[config.mk]
export PLATFORM = sky130hd
export DESIGN_NAME = gam_lane
export DESIGN_NICKNAME = d
export VERILOG_FILES = /design/src/hw/rtl/gam_pkg.sv /design/src/hw/rtl/gam_lane.sv
export SDC_FILE = /design/constraint.sdc
export NUM_CORES = 2
export LEC_CHECK = 0
export ABC_AREA = 1
export BUFFER_PORTS_ARGS = -buffer_cell sky130_fd_sc_hd__buf_2
export CORE_MARGIN = 2
export CORE_UTILIZATION = 56
export CTS_CLUSTER_SIZE = 10
export DETAILED_ROUTE_END_ITERATION = 10
export GPL_ROUTABILITY_DRIVEN = 0
export PLACE_DENSITY_LB_ADDON = 0.3
export SETUP_SLACK_MARGIN = 0.4
export SYNTH_ARGS = -nofsm -noshare
export SYNTH_HDL_FRONTEND = slang
export SYNTH_SLANG_ARGS = --single-unit
[constraint.sdc]
create_clock -name clk -period 6.85 [get_ports clk]
set_input_delay 0 -clock clk [delete_from_list [all_inputs] [get_ports clk]]
set_output_delay 0 -clock clk [all_outputs]
set_load 0.02 [all_outputs]
[src/hw/rtl/gam_pkg.sv]
// ----------------------------------------------------------------------------
// Gargle amplitude modulator package
// Shared widths, register indices and the envelope-to-lane gain type.
// ----------------------------------------------------------------------------
package gam_pkg;

	// Envelope gain is Q19.24: an 18-bit count times a 25-bit step.
	localparam int GAIN_FRAC = 24;
	localparam int CNT_W     = 18;
	localparam int STEP_W    = 25;
	localparam int GAIN_W    = CNT_W + STEP_W;
	localparam int GAIN_HI_W = GAIN_W - GAIN_FRAC;
	localparam int CFG_IDX_W = 2;
	localparam int CFG_DAT_W = STEP_W;

	// Smallest period the counter honours; lower settings act as this.
	localparam logic [CNT_W-1:0] MIN_PERIOD = CNT_W'(2);

	// Register reset values.
	localparam logic [CNT_W-1:0]  PERIOD_RST = CNT_W'(2400);
	localparam logic [STEP_W-1:0] STEP_RST   = STEP_W'(13981);

	typedef enum logic [CFG_IDX_W-1:0] {
		CFG_PERIOD      = 2'd0,
		CFG_GAIN_STEP   = 2'd1,
		CFG_SQUARE_MODE = 2'd2
	} cfg_idx_t;

	// Gain split into integer and fractional parts for the lane multipliers.
	typedef struct packed {
		logic [GAIN_HI_W-1:0] hi;
		logic [GAIN_FRAC-1:0] lo;
	} gain_t;

endpackage

[src/hw/rtl/gam_lane.sv]
// ----------------------------------------------------------------------------
// Gargle modulation lane
// Scales one channel by the envelope gain and adds the mix value, saturated.
// ----------------------------------------------------------------------------
module gam_lane import gam_pkg::*; #(
	parameter int SAMPLE_BITS = 24
) (
	input  logic                          clk,
	input  logic                          adv,
	input  logic signed [SAMPLE_BITS-1:0] smp,
	input  logic signed [SAMPLE_BITS-1:0] mix,
	input  gain_t                         gain,
	output logic signed [SAMPLE_BITS-1:0] result
);

	localparam int PH_W  = SAMPLE_BITS + GAIN_HI_W + 1;
	localparam int PL_W  = SAMPLE_BITS + GAIN_FRAC + 1;
	localparam int SUM_W = PH_W + 2;
	localparam logic signed [SUM_W-1:0] SMAX =
		SUM_W'((64'sd1 <<< (SAMPLE_BITS - 1)) - 64'sd1);
	localparam logic signed [SUM_W-1:0] SMIN = -SMAX - SUM_W'(1);

	logic signed [PH_W-1:0]  ph_s3;
	logic signed [PL_W-1:0]  pl_s3;
	logic signed [SAMPLE_BITS-1:0] mix_s3;
	logic signed [SUM_W-1:0] sum;

	// Partial products of the sample with the integer and fraction of the gain.
	always_ff @(posedge clk) begin
		if (adv) begin
			ph_s3  <= PH_W'(smp * $signed({1'b0, gain.hi}));
			pl_s3  <= PL_W'(smp * $signed({1'b0, gain.lo}));
			mix_s3 <= mix;
		end
	end

	always_comb begin
		sum = SUM_W'(ph_s3) + SUM_W'(pl_s3 >>> GAIN_FRAC) + SUM_W'(mix_s3);
		if (sum > SMAX) begin
			result = SAMPLE_BITS'(SMAX);
		end else if (sum < SMIN) begin
			result = SAMPLE_BITS'(SMIN);
		end else begin
			result = SAMPLE_BITS'(sum);
		end
	end

endmodule
==> results.yml <==
job:
  drv_cap: 0
synth:
  syn-mean-instance-area_um2: 7.756
  synth_top_family_by_area: "adder cells"
  synth_mux_area_frac: 0
  synthSimpleGateAreaFrac: 0.1712
  ys_seq_area_frac: 0.06197
  ys_ff_latch: 93
  async_flop_share: 0
  synth-compound-area-share: 0.03670
  synth_edf_count: 93
  synthCells: 5810
  ys_warn_count: 0
  synthAdderAreaFrac: 0.5411
  yosysUniqueCellTypes: 43
  ys.flop_type: "edfxtp_1"
  synth_fp_nets: 7256
  syn_area_mm2: 0.04506
  synthXorXnorAreaFrac: 0.01963
cells_and_area:
  layout.nets: 7290
  area_delta_synth_final_pct: 5.533
  final_util: 0.5933
  n_antenna_cell: 0
  drive_above_1_share: 0.04856
  regArea_mm2: 0.002793
  final_common_cell: "inv_1"
  fillers: 7342
  multi_input_area_mm2: 0.03465
  layout_common_cells: "inv_1, nand2_1, fa_1, ha_1, nor2_1"
sta:
  setup_tns_ns: 0
  hold_ws_ns: 0.06446
  fmax_mhz: 161.5
  rsz0062_at_grt: "true"
  period_needed_ns: 6.193
  setup_violations: 0
  drv_slew: 0
  hold_viol_final: 0
  period_share: 0.9041
  worstMarginPinSlew_ns: 1.054
  slew_headroom: 0.2975
floorplan:
  die_h_um: 287.7
  coreArea_mm2: 0.08016
  die_x_um: 287.7
  io_pins: 117
  start_util: 0.5622
  num_rows: 104
  die_area_mm2: 0.08276
clock_network:
  clkTransAtPathRegs_ns: 0.07
  cts.path.max_buffers: 2
  root_buffer: "clkbuf_16"
  htreeDepth: 3
  cts_made_buffers: 9
  cts_sinks: 93
  cts_tree: "yes"
drt:
  top_layer_used: "met5"
  dr.pass1.iters: 9
  wire_per_inst_um: 16.95
  drt_wl_total_um: 117100
  wl_met3_um: 8649
  drtIter0Drc: 2947
  antenna_left: 0
  met1_length_um: 51280
  drc_errors: 0
  drt-vias-per-instance: 5.180
  met2_length_um: 54450
  num_vias: 35790
worst_setup_path:
  required_ns: 6.95
  cp_max_fo: 24
  path_class: "primary input to flop"
  worstPathArrival_ns: 6.30
  crit_path_start_kind: "primary input"
  end_kind: "flop"
grt:
  grt_pass1_vias: 37260
  grt_pass1_wl_um: 193600
  grtUsageTotal: 0.2966
  grt_max_degree: 68
  overflow: 0
  antenna_found_initial: 1
outcome:
  status: "finished clean"
placement:
  post-dp-hpwl_um: 98680
  io_buffers: 116
min_path:
  min_path_type: "primary input to flop"
==> metrics by stage <==
stage / instances / setup WS [ns] / area (µm²)
2_1_floorplan: 5810 / 0.6289 / 45060
3_3_place_gp: 6869 / 0.3092 / 46990
3_5_place_dp: 6869 / 0.2440 / 46990
4_1_cts: 6909 / 0.6250 / 47510
5_1_grt: 6909 / 0.3446 / 47560
6_report: 6909 / 0.6567 / 47560
==> worst paths after layout <==
kind	cells after the start	end	slack, ns	startpoint
worst max-delay path	22	pl_s3[35]	0.66	gain[14]
worst min-delay path	1	mix_s3[19]	0.06	adv
==> Yosys cell counts, types with 14 or more instances <==
| cell type | n | area [µm²] |
|---|---|---|
| nand4_1 | 30 | 187.7 |
| fa_1 | 993 | 19880 |
| nor2_2 | 14 | 87.58 |
| inv_1 | 1815 | 6813 |
| o21ai_0 | 71 | 355.3 |
| nand2_1 | 1575 | 5912 |
| a31oi_1 | 16 | 100.1 |
| a21oi_1 | 146 | 730.7 |
| nor3_1 | 15 | 75.07 |
| xnor2_1 | 31 | 271.5 |
| nand3_1 | 77 | 385.4 |
| xor2_1 | 70 | 613.1 |
| ha_1 | 360 | 4504 |
| nor2_1 | 183 | 686.9 |
| edfxtp_1 | 93 | 2793 |
| clkbuf_1 | 201 | 754.5 |
==> layout make-up <==
cell class                 count  share of cell area
clock buffer                  10            0.004815
clock inverter                 6            0.001105
inverter                    1817              0.1434
multi-input combinational   3691              0.7287
sequential                    93             0.05872
tap                         1060             0.02789
timing repair buffer         232             0.03539
==> worst max-delay path, cell delays in order <==
cell and delay [ns]:
buf_2 0.58, nand2_1 0.18, fa_1 0.57, fa_1 0.46, fa_1 0.52, fa_1 0.52, inv_1 0.06, fa_1 0.49
fa_1 0.49, inv_1 0.05, fa_1 0.49, inv_1 0.05, ha_1 0.32, a21oi_1 0.21, inv_1 0.06, a31oi_1 0.23
inv_1 0.07, a21oi_1 0.20, o21ai_0 0.14, a21oi_1 0.28, o21ai_0 0.15, xor2_1 0.18
==> logic make-up after synthesis <==
kind of cell,Yosys count
and+or+nand+nor,1945
xor gates and xnor gates,101
buffers and inverters,2026
DFF,93
AOI/OAI and AO/OA,292
adders and majority gates,1353
==> routing by layer <==
layer,vias up,global-route usage
li1,16520,-
met1,17720,0.4254
met2,1379,0.4884
met3,173,0.03304
met4,2,0.06503
met5,-,0
==> registers in the layout (all words and copies together) (netlist names) <==
register	cells
ph_s3	44
pl_s3	25
mix_s3	24
==> repair_timing <==
action	4_1_cts	5_1_grt
hold buffers	24	0
buffers inserted	0	0
setup endpoints to repair	0	15
resized for setup	0	16
endpoints found under the hold margin	24	0
Power is not shown: default switching activity piles up to over one toggle a cycle in this logic, so the estimate is an artifact.
