### src/hw/rtl/gam_pkg.sv
// ----------------------------------------------------------------------------
// Gargle amplitude modulator package
// Shared widths, register indices and the envelope-to-lane gain type.
// ----------------------------------------------------------------------------
package gam_pkg;

	// Envelope gain is Q19.24: an 18-bit count times a 25-bit step.
	localparam int GAIN_FRAC = 24;
	localparam int CNT_W     = 18;
	localparam int STEP_W    = 25;
	localparam int GAIN_W    = CNT_W + STEP_W;
	localparam int GAIN_HI_W = GAIN_W - GAIN_FRAC;
	localparam int CFG_IDX_W = 2;
	localparam int CFG_DAT_W = STEP_W;

	// Smallest period the counter honours; lower settings act as this.
	localparam logic [CNT_W-1:0] MIN_PERIOD = CNT_W'(2);

	// Register reset values.
	localparam logic [CNT_W-1:0]  PERIOD_RST = CNT_W'(2400);
	localparam logic [STEP_W-1:0] STEP_RST   = STEP_W'(13981);

	typedef enum logic [CFG_IDX_W-1:0] {
		CFG_PERIOD      = 2'd0,
		CFG_GAIN_STEP   = 2'd1,
		CFG_SQUARE_MODE = 2'd2
	} cfg_idx_t;

	// Gain split into integer and fractional parts for the lane multipliers.
	typedef struct packed {
		logic [GAIN_HI_W-1:0] hi;
		logic [GAIN_FRAC-1:0] lo;
	} gain_t;

endpackage

### src/hw/rtl/gam_envelope.sv
// ----------------------------------------------------------------------------
// Gargle envelope generator
// Phase counter and triangle/square gain, registered over two stages.
// ----------------------------------------------------------------------------
module gam_envelope import gam_pkg::*; (
	input  logic              clk,
	input  logic              arst_n,
	input  logic              adv,
	input  logic              fire,
	input  logic [CNT_W-1:0]  period,
	input  logic [STEP_W-1:0] gain_step,
	input  logic              square_mode,
	output gain_t             gain_s2
);

	logic [CNT_W-1:0]  count_q;
	logic [CNT_W-1:0]  p_eff;
	logic [CNT_W-1:0]  cnt_cur;
	logic [CNT_W-1:0]  half;
	logic [CNT_W-1:0]  factor;
	logic [CNT_W:0]    cnt_inc;
	logic              below;

	logic [CNT_W-1:0]  factor_s1;
	logic [STEP_W-1:0] step_s1;
	logic              square_s1;
	logic              below_s1;

	always_comb begin
		p_eff   = (period < MIN_PERIOD) ? MIN_PERIOD : period;
		cnt_cur = (count_q >= p_eff) ? '0 : count_q;
		half    = p_eff >> 1;
		below   = cnt_cur < half;
		factor  = below ? cnt_cur : p_eff - cnt_cur;
		cnt_inc = {1'b0, cnt_cur} + (CNT_W+1)'(1);
	end

	always_ff @(posedge clk or negedge arst_n) begin
		if (!arst_n) begin
			count_q <= '0;
		end else if (fire) begin
			count_q <= (cnt_inc >= {1'b0, p_eff}) ? '0 : cnt_inc[CNT_W-1:0];
		end
	end

	always_ff @(posedge clk) begin
		if (fire) begin
			factor_s1 <= factor;
			step_s1   <= gain_step;
			square_s1 <= square_mode;
			below_s1  <= below;
		end
	end

	always_ff @(posedge clk) begin
		if (adv) begin
			if (square_s1) begin
				gain_s2 <= below_s1 ? GAIN_W'(1) << GAIN_FRAC : '0;
			end else begin
				gain_s2 <= GAIN_W'(factor_s1) * GAIN_W'(step_s1);
			end
		end
	end

endmodule

### config.mk
export PLATFORM = sky130hd
export DESIGN_NAME = gam_envelope
export DESIGN_NICKNAME = d
export VERILOG_FILES = /design/src/hw/rtl/gam_pkg.sv /design/src/hw/rtl/gam_envelope.sv
export SDC_FILE = /design/constraint.sdc
export NUM_CORES = 1
export LEC_CHECK = 0
export ABC_AREA = 1
export BUFFER_PORTS_ARGS = -buffer_cell sky130_fd_sc_hd__buf_2
export CORE_MARGIN = 5
export CORE_UTILIZATION = 35
export DETAILED_ROUTE_END_ITERATION = 10
export PLACE_DENSITY = 0.51
export SLEW_MARGIN = 20
export SYNTH_ARGS = -nofsm -noshare
export SYNTH_HDL_FRONTEND = slang
export SYNTH_SLANG_ARGS = --single-unit
### constraint.sdc
create_clock -name clk -period 12.9 [get_ports clk]
set_clock_uncertainty 0.2 [all_clocks]
set_input_delay 1.29 -clock clk [delete_from_list [all_inputs] [get_ports clk]]
set_output_delay 1.29 -clock clk [all_outputs]
set_load 0.01 [all_outputs]
==> impl_metrics.json <==
{
  "fin_crit_ns": 7.277,
  "row_cnt": 89,
  "setup-violations-final": 0,
  "ctsHoldBuffers": 0,
  "vias_per_cell": 4.897,
  "dpl_worst_slack_ns": 5.673,
  "met2_usage_in_global_routing": 0.3371,
  "synth_simple_gate_area_frac": 0.1709,
  "groute.layer.met1.usage": 0.2547,
  "detailroute.via_count": 16520,
  "grt_start_max_net_pins": 47,
  "portBuffers": 90,
  "postSynthCellCount": 2606,
  "route.antenna.remaining_nets": 0,
  "clkSlewWorstSetupHoldPaths_ns": 0.09,
  "grt_remaining_overflow": 0,
  "dieHeight_um": 255.2,
  "cts.sinks": 106,
  "antennaDiodeCount": 0,
  "initial_antenna_violation_count": 1,
  "unrepaired_setup_endpoints_after_global_routing": "no",
  "wire_per_inst_um": 18.11,
  "post_synthesis_xor_xnor_area_fraction": 0.01249,
  "crit_fanout": 25,
  "hold_class": "reg -> reg",
  "outcome": "completed",
  "drt_iter0_drc": 1096,
  "kind_of_critical_path": "reg -> reg",
  "final_layout_size_suffix_gt1_frac": 0.06613,
  "grt_util_all_layers": 0.1957,
  "cts_tree": "yes",
  "post_cts_sizing_count": 0,
  "die_width_um": 255.2,
  "area_delta_synth_final_pct": 6.927,
  "design.final.nets": 3200,
  "async_reset_ff_frac": 0.1698,
  "routabilityCongestion": 0.9254,
  "synth_compound_gate_area_share": 0.06499,
  "cts.repair_timing.setup_buffer_count": 0,
  "max-slew-margin-rel": 0.2339,
  "layout.core_utilization": 0.3798,
  "critical_path_required_ns": 12.95,
  "first_pass_grt_wire_length_mm": 98.34,
  "final.setup.worst_slack_ns": 5.623,
  "nets_in_the_synthesized_netlist": 3210,
  "io-pin-count": 91,
  "yosys_register_bits": 106,
  "synth_enable_flop_cells": 88,
  "initial_core_util": 0.3552,
  "synth-main-ff-cell": "edfxtp_1",
  "final_min_period_over_clock_period": 0.5641,
  "worst-endpoint-arrival_ns": 7.33,
  "core-area_sq_mm": 0.05924,
  "ctsRootBufferMaster": "clkbuf_16",
  "clk-insertion-delay-late_ns": 0.41,
  "tightestPinTransition_ns": 1.149,
  "n_fill_cell": 6211,
  "global_route.usage.met3": 0.02469,
  "drt-pass1-iter-count": 5,
  "finalHoldViolCount": 0,
  "cts_htree_levels": 3,
  "synth.yosys.warnings": 0,
  "totalNegativeSetupSlack_ns": 0,
  "synth_top_family_by_area": "adder cells",
  "ctsLongestPathBuffers": 2,
  "setup.worst_path.start_class": "register",
  "first_global_vias": 18050,
  "critical_path_endpoint_category": "register",
  "global_route_layer_with_the_greatest_usage": "met2",
  "number_of_pins_with_negative_max_slew_slack_in_the_final_report": 0,
  "remaining_drc_errors": 0,
  "numCtsBuffers": 9,
  "avgSynthCellArea_sq_um": 8.075,
  "timing.max_cap.violations": 0,
  "dp_hpwl_mm": 48.66,
  "overall_die_area_sq_mm": 0.06513,
  "post_synth_num_cell_types": 50,
  "synth.yosys.seq_area_share": 0.1470,
  "syn_area_sq_mm": 0.02104,
  "achievable-frequency_mhz": 137.4,
  "synthAdderAreaFrac": 0.4622,
  "multiplexer_share_of_the_synthesized_area": 0,
  "total_wirelength_mm": 61.10
}
-- flip-flops by register name, summed over array words and instances, names as in the netlist --
name       cells
gain_s2       43
count_q       18
factor_s1     18
square_s1      1
below_s1       1
step_s1       25
-- cell families (layout without fill, tap and decap cells) --
family,after synthesis,count (layout)
AO/OA/AOI/OAI,243,243
XOR/XNOR,30,30
AND/OR/NAND/NOR,878,878
adder cells (fa/ha/maj),556,556
flip-flops,106,106
buffers and inverters,793,788
-- worst paths after layout --
kind / to / slack [ns] / cells past startpoint / start
max in group asynchronous: count_q[3]$_DFFE_PN0P_ / 11.48 / 1 / arst_n
min in group asynchronous: count_q[12]$_DFFE_PN0P_ / 0.65 / 1 / arst_n
setup reg to reg: gain_s2[37]$_SDFFCE_PP0P_ / 5.62 / 24 / factor_s1[8]$_DFFE_PP_
hold reg to reg: count_q[0]$_DFFE_PN0P_ / 0.30 / 2 / count_q[0]$_DFFE_PN0P_
setup / recovery: gain_s2[37]$_SDFFCE_PP0P_ / 5.62 / 24 / factor_s1[8]$_DFFE_PP_
hold / removal: count_q[0]$_DFFE_PN0P_ / 0.30 / 2 / count_q[0]$_DFFE_PN0P_
-- Yosys cell counts, types with 5 or more instances --
cell type,n,area share
nor3_1,10,0.0024
fa_1,369,0.35
clkbuf_1,115,0.021
xor2_1,24,0.010
nand3_2,9,0.0043
o211ai_1,6,0.0021
o21ai_0,63,0.015
inv_1,653,0.12
nor2_1,91,0.016
nor2_2,8,0.0024
nand4_1,16,0.0048
nand3_1,39,0.0093
o21a_1,14,0.0050
dfrtp_1,18,0.021
nand2_1,682,0.12
buf_1,9,0.0016
or2_2,5,0.0015
inv_2,9,0.0016
ha_1,187,0.11
xnor2_1,6,0.0025
edfxtp_1,88,0.13
a31oi_1,11,0.0033
a21o_1,7,0.0025
o21ai_1,16,0.0038
a21oi_1,106,0.025
-- worst max-delay path, cell delays in order (launching register included) --
cell and delay (ns):
edfxtp_1 1.11, nand2_1 0.20, fa_1 0.59, inv_1 0.06, fa_1 0.52, inv_1 0.05
fa_1 0.50, inv_1 0.05, fa_1 0.47, inv_1 0.05, fa_1 0.53, inv_1 0.06
fa_1 0.49, ha_1 0.39, a21oi_1 0.26, o21ai_0 0.17, a21oi_1 0.19, nand3_1 0.24
nand3_1 0.15, nand2_1 0.11, nand2_1 0.08, nand2_1 0.09, a21boi_0 0.23, o21ai_0 0.11
a21oi_1 0.19
-- placed cells by master (no fill, tap or decap), types with 4 or more instances in the layout --
cell type and instances:
a21o_1 7, ha_1 187, clkbuf_16 9, a21boi_0 4
fa_1 369, nand2_2 4, nor3_1 10, o211ai_1 6
xnor2_1 6, nor2_2 8, buf_4 9, inv_2 9
nand2_1 682, o21ai_1 16, o21ai_0 63, edfxtp_1 88
a21oi_1 106, a31oi_1 11, buf_8 8, xor2_1 24
inv_1 653, nand4_1 16, dfrtp_1 18, or2_2 5
nand3_1 39, buf_2 90, o21a_1 14, nand3_2 9
nor2_1 91
-- metal layers --
metal / share of wire / routed length, um
met3: 0.042 / 2567
met2: 0.49 / 30160
met5: 0.00021 / 13
met4: 0.036 / 2174
met1: 0.43 / 26180
-- cell type report --
type | instances | area (sq um) | share of cell area
clock buffers | 9 | 225.2 | 0.01001
clock inverters | 7 | 80.08 | 0.003559
multi-input cells | 1707 | 14950 | 0.6646
well taps | 773 | 967.2 | 0.04298
inverters | 663 | 2489 | 0.1106
repair buffers | 109 | 693.2 | 0.03081
flip-flops and latches | 106 | 3093 | 0.1375
-- per-stage QoR --
step / cell area, sq um / hold slack, ns / cells
6_report: 22500 / 0.3021 / 3374
5_1_grt: 22500 / 0.3221 / 3374
4_1_cts: 22380 / 0.3014 / 3367
3_5_place_dp: 22080 / 0.2783 / 3351
3_3_place_gp: 22020 / 0.2662 / 3348
2_1_floorplan: 21040 / 0.2491 / 2606
Power is left out: the tool's default activity adds up to more than one toggle a clock period on the data nets, which glitch-free logic cannot reach.
